### src/design/hsv_pkg.sv
// shared types, constants and arithmetic helpers for the hsv to rgb block
// no dependencies
package hsv_pkg;

  localparam logic [1:0] OP_SET     = 2'd0;
  localparam logic [1:0] OP_ADD_HUE = 2'd1;
  localparam logic [1:0] OP_ADD_SAT = 2'd2;
  localparam logic [1:0] OP_ADD_BRI = 2'd3;

  localparam logic [12:0] ONE_FX     = 13'd4096;
  localparam logic [12:0] HUE_FULL   = 13'd5760;
  localparam logic [10:0] HUE_SECTOR = 11'd960;
  localparam int          VAL_W      = 35;

  typedef struct packed {
    logic [1:0]         opcode;
    logic signed [15:0] hue_value;
    logic signed [15:0] sat_value;
    logic signed [15:0] bright_value;
    logic signed [15:0] delta;
  } in_item_t;

  typedef struct packed {
    logic [7:0] red;
    logic [7:0] green;
    logic [7:0] blue;
  } out_item_t;

  typedef struct packed {
    logic load;
    logic mul1;
    logic mul2;
    logic scale;
    logic div;
  } cmd_t;

  typedef struct packed {
    logic [2:0] sector;
    logic [9:0] span;
  } hue_pos_t;

  // reduce a signed hue to 0..5759
  function automatic logic [12:0] wrap_hue(input logic signed [16:0] h);
    logic [17:0] u;
    logic [9:0]  t;
    logic [19:0] p;
    logic [3:0]  q;
    logic [17:0] qm;
    logic [17:0] r;
    u  = {h[16], h} + 18'd34560;
    t  = u[16:7];
    p  = 20'(t) * 20'd1457;
    q  = p[19:16];
    qm = 18'(q) * 18'(HUE_FULL);
    r  = u - qm;
    return r[12:0];
  endfunction

  function automatic logic signed [15:0] sat_add(input logic signed [15:0] a,
                                                 input logic signed [15:0] b);
    logic [16:0] s;
    s = {a[15], a} + {b[15], b};
    if (s[16] != s[15]) begin
      return s[16] ? 16'sh8000 : 16'sh7fff;
    end
    return s[15:0];
  endfunction

  function automatic logic [12:0] clamp_unit(input logic signed [15:0] v);
    if (v[15]) begin
      return 13'd0;
    end
    if (v[14:0] > 15'(ONE_FX)) begin
      return ONE_FX;
    end
    return v[12:0];
  endfunction

  function automatic hue_pos_t hue_split(input logic [12:0] h);
    hue_pos_t   pos;
    logic [12:0] hh;
    if (h >= 13'd4800) begin
      pos.sector = 3'd5;
    end else if (h >= 13'd3840) begin
      pos.sector = 3'd4;
    end else if (h >= 13'd2880) begin
      pos.sector = 3'd3;
    end else if (h >= 13'd1920) begin
      pos.sector = 3'd2;
    end else if (h >= 13'(HUE_SECTOR)) begin
      pos.sector = 3'd1;
    end else begin
      pos.sector = 3'd0;
    end
    if (h >= 13'd3840) begin
      hh = h - 13'd3840;
    end else if (h >= 13'd1920) begin
      hh = h - 13'd1920;
    end else begin
      hh = h;
    end
    if (hh >= 13'(HUE_SECTOR)) begin
      pos.span = 10'(hh - 13'(HUE_SECTOR));
    end else begin
      pos.span = 10'(13'(HUE_SECTOR) - hh);
    end
    return pos;
  endfunction

  // floor((val*255 + 15*2^29) / 2^30)
  function automatic logic [11:0] scale_q(input logic [VAL_W-1:0] val);
    logic [VAL_W+8:0] t;
    t = {1'b0, val, 8'b0} - {9'b0, val} + (VAL_W+9)'(64'd8053063680);
    return t[41:30];
  endfunction

  // floor(q / 15) for q below 3840
  function automatic logic [7:0] div15(input logic [11:0] q);
    logic [23:0] p;
    p = 24'(q) * 24'd2185;
    return p[22:15];
  endfunction

endpackage

### src/design/hsv_ctrl.sv
// sequencer for the hsv to rgb block: accept, two multiply steps, scale, divide
// depends on hsv_pkg
module hsv_ctrl (
  input  logic          clk,
  input  logic          rst_n,
  input  logic          in_valid,
  output logic          in_ready,
  output logic          out_valid,
  input  logic          out_ready,
  output hsv_pkg::cmd_t cmd
);
  import hsv_pkg::*;

  typedef enum logic [2:0] {
    S_IDLE,
    S_MUL1,
    S_MUL2,
    S_SCALE,
    S_DIV
  } state_t;

  state_t state_r, state_nxt;
  logic   out_valid_r, out_valid_nxt;
  logic   slot_free;

  assign slot_free = !out_valid_r || out_ready;
  assign in_ready  = (state_r == S_IDLE) || ((state_r == S_DIV) && slot_free);
  assign out_valid = out_valid_r;

  always_comb begin
    cmd.load  = in_valid && in_ready;
    cmd.mul1  = (state_r == S_MUL1);
    cmd.mul2  = (state_r == S_MUL2);
    cmd.scale = (state_r == S_SCALE);
    cmd.div   = (state_r == S_DIV) && slot_free;
  end

  always_comb begin
    state_nxt     = state_r;
    out_valid_nxt = out_valid_r && !out_ready;
    case (state_r)
      S_IDLE: begin
        if (in_valid) begin
          state_nxt = S_MUL1;
        end
      end
      S_MUL1:  state_nxt = S_MUL2;
      S_MUL2:  state_nxt = S_SCALE;
      S_SCALE: state_nxt = S_DIV;
      S_DIV: begin
        if (slot_free) begin
          out_valid_nxt = 1'b1;
          state_nxt     = in_valid ? S_MUL1 : S_IDLE;
        end
      end
      default: state_nxt = S_IDLE;
    endcase
  end

  always_ff @(posedge clk) begin
    if (!rst_n) begin
      state_r     <= S_IDLE;
      out_valid_r <= 1'b0;
    end else begin
      state_r     <= state_nxt;
      out_valid_r <= out_valid_nxt;
    end
  end

  a_accept_starts: assert property (@(posedge clk) disable iff (!rst_n)
    (in_valid && in_ready) |=> (state_r == S_MUL1))
    else $error("accepted request did not start the multiply step");

  a_div_slot_free: assert property (@(posedge clk) disable iff (!rst_n)
    cmd.div |-> (!out_valid_r || out_ready))
    else $error("result written over an untaken result");

  a_div_shows: assert property (@(posedge clk) disable iff (!rst_n)
    cmd.div |=> out_valid_r)
    else $error("written result not shown");

  a_cmd_steps: assert property (@(posedge clk) disable iff (!rst_n)
    $onehot0({cmd.mul1, cmd.mul2, cmd.scale, cmd.div}))
    else $error("more than one datapath step at once");

endmodule

### src/design/hsv_dpath.sv
// color state registers, shared multiplier and rgb scaling datapath
// depends on hsv_pkg
module hsv_dpath (
  input  logic              clk,
  input  logic              rst_n,
  input  hsv_pkg::cmd_t     cmd,
  input  hsv_pkg::in_item_t in_data,
  output hsv_pkg::out_item_t out_data
);
  import hsv_pkg::*;

  logic [12:0]        hue_r, hue_nxt;
  logic signed [15:0] sat_r, sat_nxt;
  logic signed [15:0] bri_r, bri_nxt;
  logic signed [16:0] hue_sum;

  logic [24:0] vs_r;
  logic [12:0] vc_r;
  hue_pos_t    pos_r;
  logic [33:0] px_r;
  logic [11:0] qr_r, qg_r, qb_r;
  out_item_t   out_r;

  logic [24:0] mul_a;
  logic [12:0] mul_b;
  logic [37:0] mul_p;

  logic [VAL_W-1:0] c_val, x_val, z_val;
  logic [VAL_W-1:0] vr, vg, vb;

  // state update
  assign hue_sum = $signed({4'b0, hue_r}) + $signed({in_data.delta[15], in_data.delta});

  always_comb begin
    hue_nxt = hue_r;
    sat_nxt = sat_r;
    bri_nxt = bri_r;
    if (cmd.load) begin
      case (in_data.opcode)
        OP_SET: begin
          hue_nxt = wrap_hue({in_data.hue_value[15], in_data.hue_value});
          sat_nxt = in_data.sat_value;
          bri_nxt = in_data.bright_value;
        end
        OP_ADD_HUE: hue_nxt = wrap_hue(hue_sum);
        OP_ADD_SAT: sat_nxt = sat_add(sat_r, in_data.delta);
        default:    bri_nxt = sat_add(bri_r, in_data.delta);
      endcase
    end
  end

  always_ff @(posedge clk) begin
    if (!rst_n) begin
      hue_r <= 13'd0;
      sat_r <= 16'(ONE_FX);
      bri_r <= 16'(ONE_FX);
    end else begin
      hue_r <= hue_nxt;
      sat_r <= sat_nxt;
      bri_r <= bri_nxt;
    end
  end

  // shared multiplier: v*s, then v*s*span
  always_comb begin
    if (cmd.mul2) begin
      mul_a = vs_r;
      mul_b = {3'b0, pos_r.span};
    end else begin
      mul_a = {12'b0, clamp_unit(bri_r)};
      mul_b = clamp_unit(sat_r);
    end
    mul_p = 38'(mul_a) * 38'(mul_b);
  end

  // per-component numerators over 4096*4096*960
  always_comb begin
    c_val = (VAL_W'(vc_r) << 22) - (VAL_W'(vc_r) << 18);
    x_val = c_val - VAL_W'(px_r);
    z_val = c_val - ((VAL_W'(vs_r) << 10) - (VAL_W'(vs_r) << 6));
    case (pos_r.sector)
      3'd0: begin vr = c_val; vg = x_val; vb = z_val; end
      3'd1: begin vr = x_val; vg = c_val; vb = z_val; end
      3'd2: begin vr = z_val; vg = c_val; vb = x_val; end
      3'd3: begin vr = z_val; vg = x_val; vb = c_val; end
      3'd4: begin vr = x_val; vg = z_val; vb = c_val; end
      default: begin vr = c_val; vg = z_val; vb = x_val; end
    endcase
  end

  always_ff @(posedge clk) begin
    if (cmd.mul1) begin
      vs_r  <= mul_p[24:0];
      vc_r  <= clamp_unit(bri_r);
      pos_r <= hue_split(hue_r);
    end
    if (cmd.mul2) begin
      px_r <= mul_p[33:0];
    end
    if (cmd.scale) begin
      qr_r <= scale_q(vr);
      qg_r <= scale_q(vg);
      qb_r <= scale_q(vb);
    end
    if (cmd.div) begin
      out_r.red   <= div15(qr_r);
      out_r.green <= div15(qg_r);
      out_r.blue  <= div15(qb_r);
    end
  end

  assign out_data = out_r;

endmodule

### src/design/hsv_color_state_to_rgb.sv
// hsv color state with rgb output: top level joining sequencer and datapath
// throughput: a new request is taken only as the last one leaves the divide
//   step, set by the single shared multiplier and the multiply, multiply,
//   scale, divide sequence; the divide step waits while a result is untaken
// reset: synchronous active-low rst_n; hue 0, saturation and brightness 1.0
// depends on hsv_pkg, hsv_ctrl, hsv_dpath
module hsv_color_state_to_rgb (
  input  logic               clk,
  input  logic               rst_n,
  input  logic               in_valid,
  output logic               in_ready,
  input  hsv_pkg::in_item_t  in_data,
  output logic               out_valid,
  input  logic               out_ready,
  output hsv_pkg::out_item_t out_data
);
  import hsv_pkg::*;

  cmd_t cmd;

  hsv_ctrl u_ctrl (
    .clk       (clk),
    .rst_n     (rst_n),
    .in_valid  (in_valid),
    .in_ready  (in_ready),
    .out_valid (out_valid),
    .out_ready (out_ready),
    .cmd       (cmd)
  );

  hsv_dpath u_dpath (
    .clk      (clk),
    .rst_n    (rst_n),
    .cmd      (cmd),
    .in_data  (in_data),
    .out_data (out_data)
  );

endmodule

### config.mk
export PLATFORM = sky130hd
export DESIGN_NAME = hsv_color_state_to_rgb
export DESIGN_NICKNAME = d
export VERILOG_FILES = /design/src/design/hsv_pkg.sv /design/src/design/hsv_ctrl.sv /design/src/design/hsv_dpath.sv /design/src/design/hsv_color_state_to_rgb.sv
export SDC_FILE = /design/constraint.sdc
export NUM_CORES = 2
export LEC_CHECK = 0
export ABC_AREA = 1
export ABC_CLOCK_PERIOD_IN_PS = 11470
export BUFFER_PORTS_ARGS = -buffer_cell sky130_fd_sc_hd__buf_2
export CORE_MARGIN = 4
export CORE_UTILIZATION = 45
export CTS_CLUSTER_SIZE = 16
export DETAILED_ROUTE_END_ITERATION = 7
export GPL_TIMING_DRIVEN = 0
export HOLD_SLACK_MARGIN = 0.03
export PLACE_DENSITY = 0.63
export SLEW_MARGIN = 0
export SYNTH_ARGS = -nofsm -noshare
export SYNTH_HDL_FRONTEND = slang
export SYNTH_SLANG_ARGS = --single-unit
### constraint.sdc
create_clock -name clk -period 11.47 [get_ports clk]
set_clock_uncertainty 0.05 [all_clocks]
set_input_delay 0 -clock clk [delete_from_list [all_inputs] [get_ports clk]]
set_output_delay 0 -clock clk [all_outputs]
set_load 0.02 [all_outputs]
==> flow_summary.yaml <==
floorplanning:
  fp.dieArea_um2: 90500
  core_um2: 85100
  dieHeight_um: 301
  die-width_um: 301
  start_util_pct: 45.3
  rows: 107
  boundaryPins: 96
worst_setup_path:
  crit_required_ns: 11.87
  cpMaxStageDelayCell: "a2111oi_0"
  cp_max_fo: 7
  crit_type: "reg2reg"
  critPathCaptureType: "flip-flop"
  cpPeakStageDelay_ns: 0.69
  cp-startpoint: "u_dpath.hue_r[9]$_SDFFE_PN0P_"
  arrival_ns: 9.00
  cp-start-kind: "flip-flop"
  rr_startpoint: "u_dpath.hue_r[9]$_SDFFE_PN0P_"
cells_and_area:
  area_delta_synth_final_pct: 8.51
  final_nets: 6298
  drive_above_1_share_pct: 4.95
  n_antenna_cell: 0
sta:
  grt_setup_unrepaired: "no"
  hold_viol: 0
  max_freq_mhz: 116
  slew_viol_final: 0
  period_share_pct: 75.0
  finalCriticalPeriod_ns: 8.60
  tns_ns: 0
  worst_pin_slew_ns: 1.32
  slew_headroom_pct: 11.0
  setup_viol: 0
synth:
  netlist_area_um2: 38600
  async_flop_share_pct: 0
  synth_edf_count: 145
  ys_seq_area_share_pct: 13.8
  syn_area_per_cell_um2: 7.69
  synth_cells: 5017
  synth-seq-cells: 194
  ys.flop_type: "edfxtp_1"
  yosys_warnings: 0
  synth_cell_types: 74
status:
  status: "complete, no violations"
grt:
  grt_max_degree: 34
  antenna_found_initial: 1
  track_usage_pct: 24.6
  grt_pass1_wl_mm: 176
  grt-ovfl-total: 0
  grt_pass1_vias: 33700
clock_tree:
  holdBufCountCts: 53
  postCtsSetupRepairBufs: 0
  numCtsBuffers: 17
  cts_tree: "yes"
  cts.sinks: 194
  path_clk_slew_ns: 0.09
  clockBufferDepth: 2
  cts_resized: 0
  clk_latency_ns: 0.51
  htree_num_levels: 4
  cts-root-buf: "clkbuf_16"
route:
  wl_per_cell_um: 17.3
  postRouteAntennaNets: 0
  vias: 33700
  drtIter0Drc: 1877
  drc: 0
  wl_mm: 110
  first_pass_iters: 6
  routed_via_density: 5.29
placement:
  dp_hpwl_mm: 95.6
  io_buffers: 95
  routabilityCongestion: 0.996
min_path:
  hp-start: "in_data[1]"
  hp-class: "in2reg"
flow_run:
  maxCapViolCount: 0
-- final timing paths --
| kind | end | slack, ns | cells after the start |
|---|---|---|---|
| max | u_dpath.hue_r[12]$_SDFFE_PN0P_ | 2.87 | 37 |
| min reg2reg | u_dpath.bri_r[14]$_SDFFE_PN0P_ | 0.45 | 2 |
| max reg2reg | u_dpath.hue_r[12]$_SDFFE_PN0P_ | 2.87 | 37 |
| min | u_dpath.sat_r[1]$_SDFFE_PN0P_ | 0.20 | 6 |
-- per-stage QoR --
step	hold WS [ns]	instance area (um2)	setup WS, ns	std cells	util, %
finish	0.196	41900	2.87	6372	49.2
global route	0.216	41900	2.23	6372	49.2
CTS	0.137	41900	2.93	6372	49.2
detailed placement	0.221	40700	2.98	6287	47.8
global placement	0.221	40600	2.21	6282	47.7
floorplan	0.0883	38700	4.06	5043	-
-- state kept, by name, summed over array words and instances (netlist names), 13 cells and up --
name,count
u_dpath.px_r,34
u_dpath.vs_r,25
u_dpath.out_data,24
u_dpath.bri_r,16
u_dpath.sat_r,16
u_dpath.hue_r,13
u_dpath.pos_r,13
u_dpath.vc_r,13
-- cells in the final DEF (no fill, tap or decap), types with 38 or more instances in the layout --
cell and n:
dfxtp_1 49, fa_1 334, o21ai_0 228, xnor2_1 65
xor2_1 159, nor3_1 48, buf_2 111, ha_1 679
nor2_1 395, nand4_1 50, nand3_1 147, inv_1 979
edfxtp_1 145, o211ai_1 38, a21oi_1 357, nand2_1 893
o22ai_1 38, clkbuf_1 56, dlygate4sd3_1 53
-- kinds of logic after synthesis --
logic type,count (synthesis),share of synthesized area [%]
buffers and inverters,1077,10.6
other,1,0.00972
adder cells (fa/ha/maj),1013,39.4
XOR/XNOR,229,5.30
flip-flops,194,13.8
AND/OR/NAND/NOR,1626,17.6
AO/OA/AOI/OAI,877,13.3
-- metal layers --
layer	share of wire, %	wire length [um]	GRT usage [%]
met1	43	47400	31.0
met2	48	52600	43.0
met3	4.6	5130	2.93
met4	4.6	5090	10.1
met5	0.012	13	0
-- cells in the mapped netlist, drive strengths merged, types with 3 or more instances --
cell     instances  area (um2)
o211ai          38         285
a32oi            8        70.1
nand4           53         350
o221a            3        33.8
xor2           163        1460
a211oi          15         113
fa             334        6690
o21a            13        97.6
a21boi          11        93.8
o31ai           11        87.6
a21oi          364        1850
xnor2           66         586
inv            988        3710
o21ai          262        1360
nor2           409        1590
clkbuf          57         214
buf             20         110
nor4            20         138
a21o            21         158
edfxtp         145        4350
or2             17         109
a221oi           9        78.8
a32o             4        40.0
a31oi           28         175
nand2          913        3480
dfxtp           49         981
nand3b           6        45.0
o22ai           39         250
o221ai          13         114
nor3            50         262
o2111ai          5        43.8
o21bai          17         135
clkinv          12        45.0
a2111oi          5        43.8
o311ai           3        26.3
ha             679        8500
nand3          153         796
-- final cells by class --
cell class	instances	area, um2
inverter	1000	3750
fill	8551	43300
timing repair buffer	153	1080
multi-input combinational	3772	29300
sequential	194	5340
tap	1144	1430
clock buffer	17	425
clock inverter	15	223
buffer	77	325
-- worst max-delay path: cells and delay by family (launching register included) --
family / cells / cell delay [ns]
adder cells (fa/ha/maj): 10 / 3.90
AO/OA/AOI/OAI: 7 / 1.69
AND/OR/NAND/NOR: 12 / 1.47
buffers and inverters: 7 / 0.59
flip-flops: 1 / 0.50
XOR/XNOR: 1 / 0.35
Power is left out: the tool's default activity adds up to more than one toggle a clock period on the data nets, which glitch-free logic cannot reach.
